==> src/rtl/fqia_pkg.sv <==
// Package for the indexed-access FIFO queue: sizes, command and status
// codes, beat types and controller state. No dependencies.
package fqia_pkg;

  localparam int unsigned DEPTH       = 16;
  localparam int unsigned VALUE_WIDTH = 64;
  localparam int unsigned IDX_W       = $clog2(DEPTH);
  localparam int unsigned CNT_W       = $clog2(DEPTH + 1);
  localparam int unsigned DATA_W      = 64;
  localparam int unsigned POS_W       = 4;

  typedef enum logic [1:0] {
    CMD_ENQ  = 2'd0,
    CMD_DEQ  = 2'd1,
    CMD_GET  = 2'd2,
    CMD_SWAP = 2'd3
  } cmd_e;

  typedef enum logic [1:0] {
    ST_OK    = 2'd0,
    ST_RANGE = 2'd1,
    ST_FULL  = 2'd2
  } status_e;

  typedef enum logic {
    S_IDLE,
    S_EXEC
  } state_e;

  typedef struct packed {
    cmd_e              cmd;
    logic [DATA_W-1:0] value;
    logic [POS_W-1:0]  index_a;
    logic [POS_W-1:0]  index_b;
  } in_beat_t;

  typedef struct packed {
    logic [DATA_W-1:0] data;
    logic [1:0]        status;
    logic [4:0]        fill_count;
  } out_beat_t;

endpackage

==> src/rtl/fqia_ram.sv <==
// Generic true dual-port RAM, registered read per port.
// No dependencies.
module fqia_ram #(
  parameter int unsigned DEPTH_P = 16,
  parameter int unsigned WIDTH_P = 64
) (
  input  logic                       clk_i,
  input  logic                       a_en_i,
  input  logic                       a_we_i,
  input  logic [$clog2(DEPTH_P)-1:0] a_addr_i,
  input  logic [WIDTH_P-1:0]         a_wdata_i,
  output logic [WIDTH_P-1:0]         a_rdata_o,
  input  logic                       b_en_i,
  input  logic                       b_we_i,
  input  logic [$clog2(DEPTH_P)-1:0] b_addr_i,
  input  logic [WIDTH_P-1:0]         b_wdata_i,
  output logic [WIDTH_P-1:0]         b_rdata_o
);

  logic [WIDTH_P-1:0] mem [DEPTH_P];

  always_ff @(posedge clk_i) begin
    if (a_en_i) begin
      if (a_we_i) begin
        mem[a_addr_i] <= a_wdata_i;
      end else begin
        a_rdata_o <= mem[a_addr_i];
      end
    end
    if (b_en_i) begin
      if (b_we_i) begin
        mem[b_addr_i] <= b_wdata_i;
      end else begin
        b_rdata_o <= mem[b_addr_i];
      end
    end
  end

endmodule

==> src/rtl/fifo_queue_with_indexed_access.sv <==
// FIFO queue with indexed get and swap, entries in a dual-port ring RAM.
// Depends on fqia_pkg and fqia_ram.
//
//   channel | direction | handshake                  | beat
//   in      | input     | in_valid_i / in_stall_o    | in_beat_t  (cmd, value, index_a/b)
//   out     | output    | out_valid_o / out_stall_i  | out_beat_t (data, status, fill_count)
//
// Every command runs in two states: the accept in S_IDLE reads both RAM ports,
// then S_EXEC writes back (enqueue, swap) and loads the output register.
// A waiting result holds S_EXEC until the output register frees.
// Reset clears head, count and handshake state; RAM contents are not cleared.
// A new beat is accepted while the previous result still waits downstream.
module fifo_queue_with_indexed_access
  import fqia_pkg::*;
(
  input  logic      clk_i,
  input  logic      rst_ni,
  input  logic      in_valid_i,
  output logic      in_stall_o,
  input  in_beat_t  in_data_i,
  output logic      out_valid_o,
  input  logic      out_stall_i,
  output out_beat_t out_data_o
);

  state_e state_q, state_d;
  logic [IDX_W-1:0] head_q, head_d;
  logic [CNT_W-1:0] count_q, count_d;
  cmd_e             cmd_q;
  logic             ok_q, ok_d;
  logic [VALUE_WIDTH-1:0] word_q;
  logic [IDX_W-1:0] slot_a_q, slot_b_q, slot_a_d, slot_b_d;
  logic             out_valid_q;
  out_beat_t        out_data_q, res;

  logic accept, exec_go;
  logic a_en, a_we, b_en, b_we;
  logic [IDX_W-1:0] a_addr, b_addr;
  logic [VALUE_WIDTH-1:0] a_wdata, b_wdata, a_rdata, b_rdata;
  logic ia_in, ib_in;

  assign accept  = in_valid_i && !in_stall_o;
  assign exec_go = (state_q == S_EXEC) && (!out_valid_q || !out_stall_i);

  always_comb begin
    state_d = state_q;
    case (state_q)
      S_IDLE: if (accept) state_d = S_EXEC;
      S_EXEC: if (exec_go) state_d = S_IDLE;
      default: state_d = S_IDLE;
    endcase
  end

  always_comb begin
    in_stall_o = (state_q != S_IDLE);
  end

  // slot decode and command check at accept
  always_comb begin
    ia_in    = CNT_W'(in_data_i.index_a) < count_q;
    ib_in    = CNT_W'(in_data_i.index_b) < count_q;
    slot_a_d = head_q + IDX_W'(in_data_i.index_a);
    slot_b_d = head_q + IDX_W'(in_data_i.index_b);
    ok_d     = 1'b0;
    case (in_data_i.cmd)
      CMD_ENQ: begin
        slot_a_d = head_q + count_q[IDX_W-1:0];
        ok_d     = (count_q != CNT_W'(DEPTH));
      end
      CMD_DEQ: begin
        slot_a_d = head_q;
        ok_d     = (count_q != '0);
      end
      CMD_GET:  ok_d = ia_in;
      CMD_SWAP: ok_d = ia_in && ib_in && (in_data_i.index_a != in_data_i.index_b);
      default:  ok_d = 1'b0;
    endcase
  end

  always_comb begin
    a_we    = exec_go && ok_q && (cmd_q == CMD_ENQ || cmd_q == CMD_SWAP);
    b_we    = exec_go && ok_q && (cmd_q == CMD_SWAP);
    a_en    = accept || a_we;
    b_en    = accept || b_we;
    a_addr  = (state_q == S_IDLE) ? slot_a_d : slot_a_q;
    b_addr  = (state_q == S_IDLE) ? slot_b_d : slot_b_q;
    a_wdata = (cmd_q == CMD_ENQ) ? word_q : b_rdata;
    b_wdata = a_rdata;
  end

  fqia_ram #(
    .DEPTH_P(DEPTH),
    .WIDTH_P(VALUE_WIDTH)
  ) u_ram (
    .clk_i    (clk_i),
    .a_en_i   (a_en),
    .a_we_i   (a_we),
    .a_addr_i (a_addr),
    .a_wdata_i(a_wdata),
    .a_rdata_o(a_rdata),
    .b_en_i   (b_en),
    .b_we_i   (b_we),
    .b_addr_i (b_addr),
    .b_wdata_i(b_wdata),
    .b_rdata_o(b_rdata)
  );

  // result and pointer update
  always_comb begin
    head_d         = head_q;
    count_d        = count_q;
    res.data       = '0;
    res.status     = ST_OK;
    case (cmd_q)
      CMD_ENQ: begin
        if (ok_q) count_d = count_q + CNT_W'(1);
        else res.status = ST_FULL;
      end
      CMD_DEQ: begin
        if (ok_q) begin
          head_d   = head_q + IDX_W'(1);
          count_d  = count_q - CNT_W'(1);
          res.data = DATA_W'(a_rdata);
        end else begin
          res.status = ST_RANGE;
        end
      end
      CMD_GET: begin
        if (ok_q) res.data = DATA_W'(a_rdata);
        else res.status = ST_RANGE;
      end
      default: res.status = ST_OK;
    endcase
    res.fill_count = 5'(count_d);
  end

  always_ff @(posedge clk_i or negedge rst_ni) begin
    if (!rst_ni) begin
      state_q     <= S_IDLE;
      head_q      <= '0;
      count_q     <= '0;
      out_valid_q <= 1'b0;
    end else begin
      state_q <= state_d;
      if (exec_go) begin
        head_q  <= head_d;
        count_q <= count_d;
      end
      if (exec_go) begin
        out_valid_q <= 1'b1;
      end else if (!out_stall_i) begin
        out_valid_q <= 1'b0;
      end
    end
  end

  always_ff @(posedge clk_i) begin
    if (accept) begin
      cmd_q    <= in_data_i.cmd;
      ok_q     <= ok_d;
      word_q   <= in_data_i.value[VALUE_WIDTH-1:0];
      slot_a_q <= slot_a_d;
      slot_b_q <= slot_b_d;
    end
    if (exec_go) begin
      out_data_q <= res;
    end
  end

  assign out_valid_o = out_valid_q;
  assign out_data_o  = out_data_q;

  a_count_bound: assert property (@(posedge clk_i) disable iff (!rst_ni)
    count_q <= CNT_W'(DEPTH))
    else $error("entry count above depth");

  a_full_flag: assert property (@(posedge clk_i) disable iff (!rst_ni)
    out_valid_o && out_data_o.status == ST_FULL |-> out_data_o.fill_count == 5'(DEPTH))
    else $error("full status with free entries");

  a_accept_exec: assert property (@(posedge clk_i) disable iff (!rst_ni)
    accept |=> state_q == S_EXEC && !accept)
    else $error("accept did not start execution");

  a_ptr_hold: assert property (@(posedge clk_i) disable iff (!rst_ni)
    !$past(exec_go) |-> $stable(head_q) && $stable(count_q))
    else $error("pointers moved outside execution");

endmodule
==> config.mk <==
export PLATFORM = sky130hd
export DESIGN_NAME = fifo_queue_with_indexed_access
export DESIGN_NICKNAME = d
export VERILOG_FILES = /design/src/rtl/fqia_pkg.sv /design/src/rtl/fqia_ram.sv /design/src/rtl/fifo_queue_with_indexed_access.sv
export SDC_FILE = /design/constraint.sdc
export NUM_CORES = 2
export LEC_CHECK = 0
export BUFFER_PORTS_ARGS = -buffer_cell sky130_fd_sc_hd__buf_2
export CAP_MARGIN = 10
export CORE_MARGIN = 3
export CORE_UTILIZATION = 65
export DETAILED_ROUTE_END_ITERATION = 12
export GPL_TIMING_DRIVEN = 0
export MAX_ROUTING_LAYER = met4
export PLACE_DENSITY = 0.82
export SLEW_MARGIN = 20
export SYNTH_ARGS = -nofsm -noshare
export SYNTH_HDL_FRONTEND = slang
export SYNTH_SLANG_ARGS = --single-unit
==> constraint.sdc <==
create_clock -name clk_i -period 12.2 [get_ports clk_i]
set_input_delay 1.83 -clock clk_i [delete_from_list [all_inputs] [get_ports clk_i]]
set_output_delay 1.83 -clock clk_i [all_outputs]
set_load 0.03 [all_outputs]
==> out/qor.yml <==
status: "finished clean"
die_y_um: 336
fmax_mhz: 150
yosys_warnings: 0
syn_inst: 5116
cts_tree: "done"
setup_viol: 0
synth.distinct_cells: 57
worst_pin_slew_ns: 1.34
cp.depth: 14
slew-limit-headroom_pct: 10.9
layout.cells.non_filler: 7001
grt_pass1_wl_mm: 349
die_x_um: 336
antenna_left: 0
reg2reg_to: "u_ram.mem[7][27]"
drt-total-wl_mm: 246
criticalPathCategory: "in -> reg"
max_stage_delay_ns: 0.80
yosysSeqAreaShare_pct: 55.3
muxShareOfSynthArea_pct: 28.3
synthAdderAreaFrac_pct: 0.374
postCtsSetupBuffers: 0
synth_area_mm2: 0.0709
layout_commonest_cell: "edfxtp_1"
clock-sinks: 1309
rr_startpoint: "count_q[0]"
period_needed_ns: 6.69
vdd_drop_max_uv: 222
dr.pass1.iters: 9
remaining_drc_errors: 0
wl_per_cell_um: 35.1
met1_usage_pct: 53.7
use_met3_pct: 15.4
min_path_type: "reg -> reg"
rsz0062_at_grt: "no"
grtUsageTotal_pct: 44.5
whs_ns: 0.594
period_share_pct: 54.8
synth_compound_area_share_pct: 5.13
hpwlAfterDp_mm: 162
syn_nets: 5214
ys_ff_latch: 1309
reg2reg_depth: 13
worstSetupEndpointType: "flop"
post-place-cells: 6730
path_clk_slew_ns: 0.06
worstPathRequired_ns: 12.66
fin_worst_skew_ns: 0.0429
crit_end: "u_ram.mem[7][27]"
synthArstFlopShare_pct: 0.840
synth_edf_count: 1298
hold_violations: 0
r2r_setup_slack_ns: 6.59
start_util_pct: 65.9
cp.arrival_ns: 7.15
cp_max_fo: 17
power_density_mw_per_mm2: 248
finalNetCount: 5567
rows: 120
postLayoutCoreUtil_pct: 74.1
synth_area_per_cell_um2: 13.9
via_count: 52350
final_max_slew_viol_count: 0
core_area_mm2: 0.108
synth_top_family_by_area: "multiplexers"
cts_root_buffer: "clkbuf_16"
grt_pass1_vias: 51673
critPathBufInv: 5
ctsHoldBuffers: 0
cap_violations: 0
yosys.area_share.simple_pct: 7.20
drive_above_1_share_pct: 33.1
met2_usage_pct: 63.3
n_fill_cell: 6577
grt_busiest_layer: "met2"
grt_start_max_net_pins: 37
cp_cell_sequence: "buf_2 > nor2_1 > mux2_2 > ha_1 > fa_1 > xnor2_1 > a211o_2 > a211oi_4 > buf_2 > buf_4 > nand2_1 > o21ai_4 > buf_16 > buf_16"
final_cell_mix: "edfxtp_1, nand2_1, mux2_2"
crit_path_top_delay_cell: "a211oi_4"
cp-start-kind: "input pin"
critical_path.startpoint: "in_data_i[72]"
gp_congestion: 0.967
clk_latency_ns: 0.79
cts_max_level: 4
antenna_found_initial: 9
syn_to_final_growth_pct: 12.5
cts-resized-gates: 0
grt_overflow: 0
via_per_inst: 7.48
first_iter_violations: 8857
synthFlopType: "edfxtp_1"
cts_made_buffers: 140
p_leak_uw: 0.0283
placement.io_buffers: 150
io_pins: 151
path_delay_family: "compound AO/OA/AOI/OAI gates"
yosys.area_share.xor_xnor_pct: 0.185
clk_path_buf_depth: 3
dieArea_mm2: 0.113
cells in the mapped netlist, types with 11 or more instances:
library cell     n  share of area (%)
buf_2          185                1.3
a32oi_1        128                1.6
mux2_2         889                 14
clkbuf_1       262                1.4
nand4_1         67               0.59
and3_1          65               0.57
mux4_2         256                8.1
a21o_1          11               0.12
o211ai_1        64               0.68
mux2i_1        194                2.7
edfxtp_1      1298                 55
nand2_1       1055                5.6
dfrtp_1         11               0.39
o21ai_0         16               0.11
buf_1           20               0.11
mux2_1         207                3.3
inv_1           14              0.074
a22oi_1        128                1.4
ha_1            18               0.32
buf_4           54               0.57
o221ai_1        64               0.79
state kept, by name, indices dropped and copies added (netlist names), 2 cells and up:
name             cells
u_ram.mem         1024
out_data_o          71
u_ram.a_rdata_o     64
u_ram.b_rdata_o     64
word_q              64
count_q              5
head_q               4
slot_a_q             4
slot_b_q             4
cmd_q                2
worst reg2reg max path, cell delays in order, from the launching register on:
cell,delay [ns]
dfrtp_1,0.38
clkbuf_1,0.21
mux2_2,0.33
ha_1,0.23
fa_1,0.41
xnor2_1,0.17
a211o_2,0.40
a211oi_4,0.80
buf_2,0.72
buf_4,0.36
nand2_1,0.14
o21ai_4,0.67
buf_16,0.26
buf_16,0.20
cells by family after synthesis:
family | Yosys count
AND/OR/NAND/NOR | 1238
flip-flops | 1309
adder cells (fa/ha/maj) | 20
XOR/XNOR | 15
buffers and inverters | 539
AO/OA/AOI/OAI | 449
multiplexers | 1546
worst min path at each step:
stage | start | to | slack [ns] | cells past startpoint
6_report | out_valid_o | out_valid_o | 0.59 | 2
5_1_grt | head_q[2] | head_q[2] | 0.62 | 1
4_1_cts | head_q[2] | head_q[2] | 0.60 | 1
3_5_place_dp | out_valid_o | out_valid_o | 0.58 | 2
3_3_place_gp | out_valid_o | out_valid_o | 0.57 | 2
2_1_floorplan | head_q[2] | head_q[2] | 0.51 | 1
report_power, final:
part / internal, uW / switching [uW]
Sequential: 5870 / 311
Combinational: 3240 / 5970
Clock: 2530 / 1830
area by class of cell:
class / count / area, um2 / share of cell area (%)
multi-input combinational: 3268 / 29400 / 36.8
clock inverter: 69 / 744 / 0.933
buffer: 525 / 2450 / 3.07
sequential: 1309 / 39300 / 49.2
inverter: 14 / 52.6 / 0.0659
antenna: 24 / 60.1 / 0.0753
tap: 1403 / 1760 / 2.20
timing repair buffer: 211 / 2260 / 2.83
clock buffer: 178 / 3820 / 4.78
metal layers:
layer / wire [um] / part of all wire, %
met5: 0 / 0
met4: 21400 / 8.7
met3: 37600 / 15
met2: 106000 / 43
met1: 80200 / 33
per-stage QoR:
step | power [uW] | area, um2 | setup slack [ns] | TNS [ns]
global route | 20100 | 79800 | 5.57 | 0
detailed placement | 14900 | 75100 | 5.02 | 0
CTS | 19200 | 79700 | 5.77 | 0
floorplan | 11700 | 70900 | 2.71 | 0
global placement | 14600 | 73400 | -4.88 | -2038.09
finish | 19700 | 79800 | 5.51 | 0
Note: power is estimated with default switching activity, not from simulation.
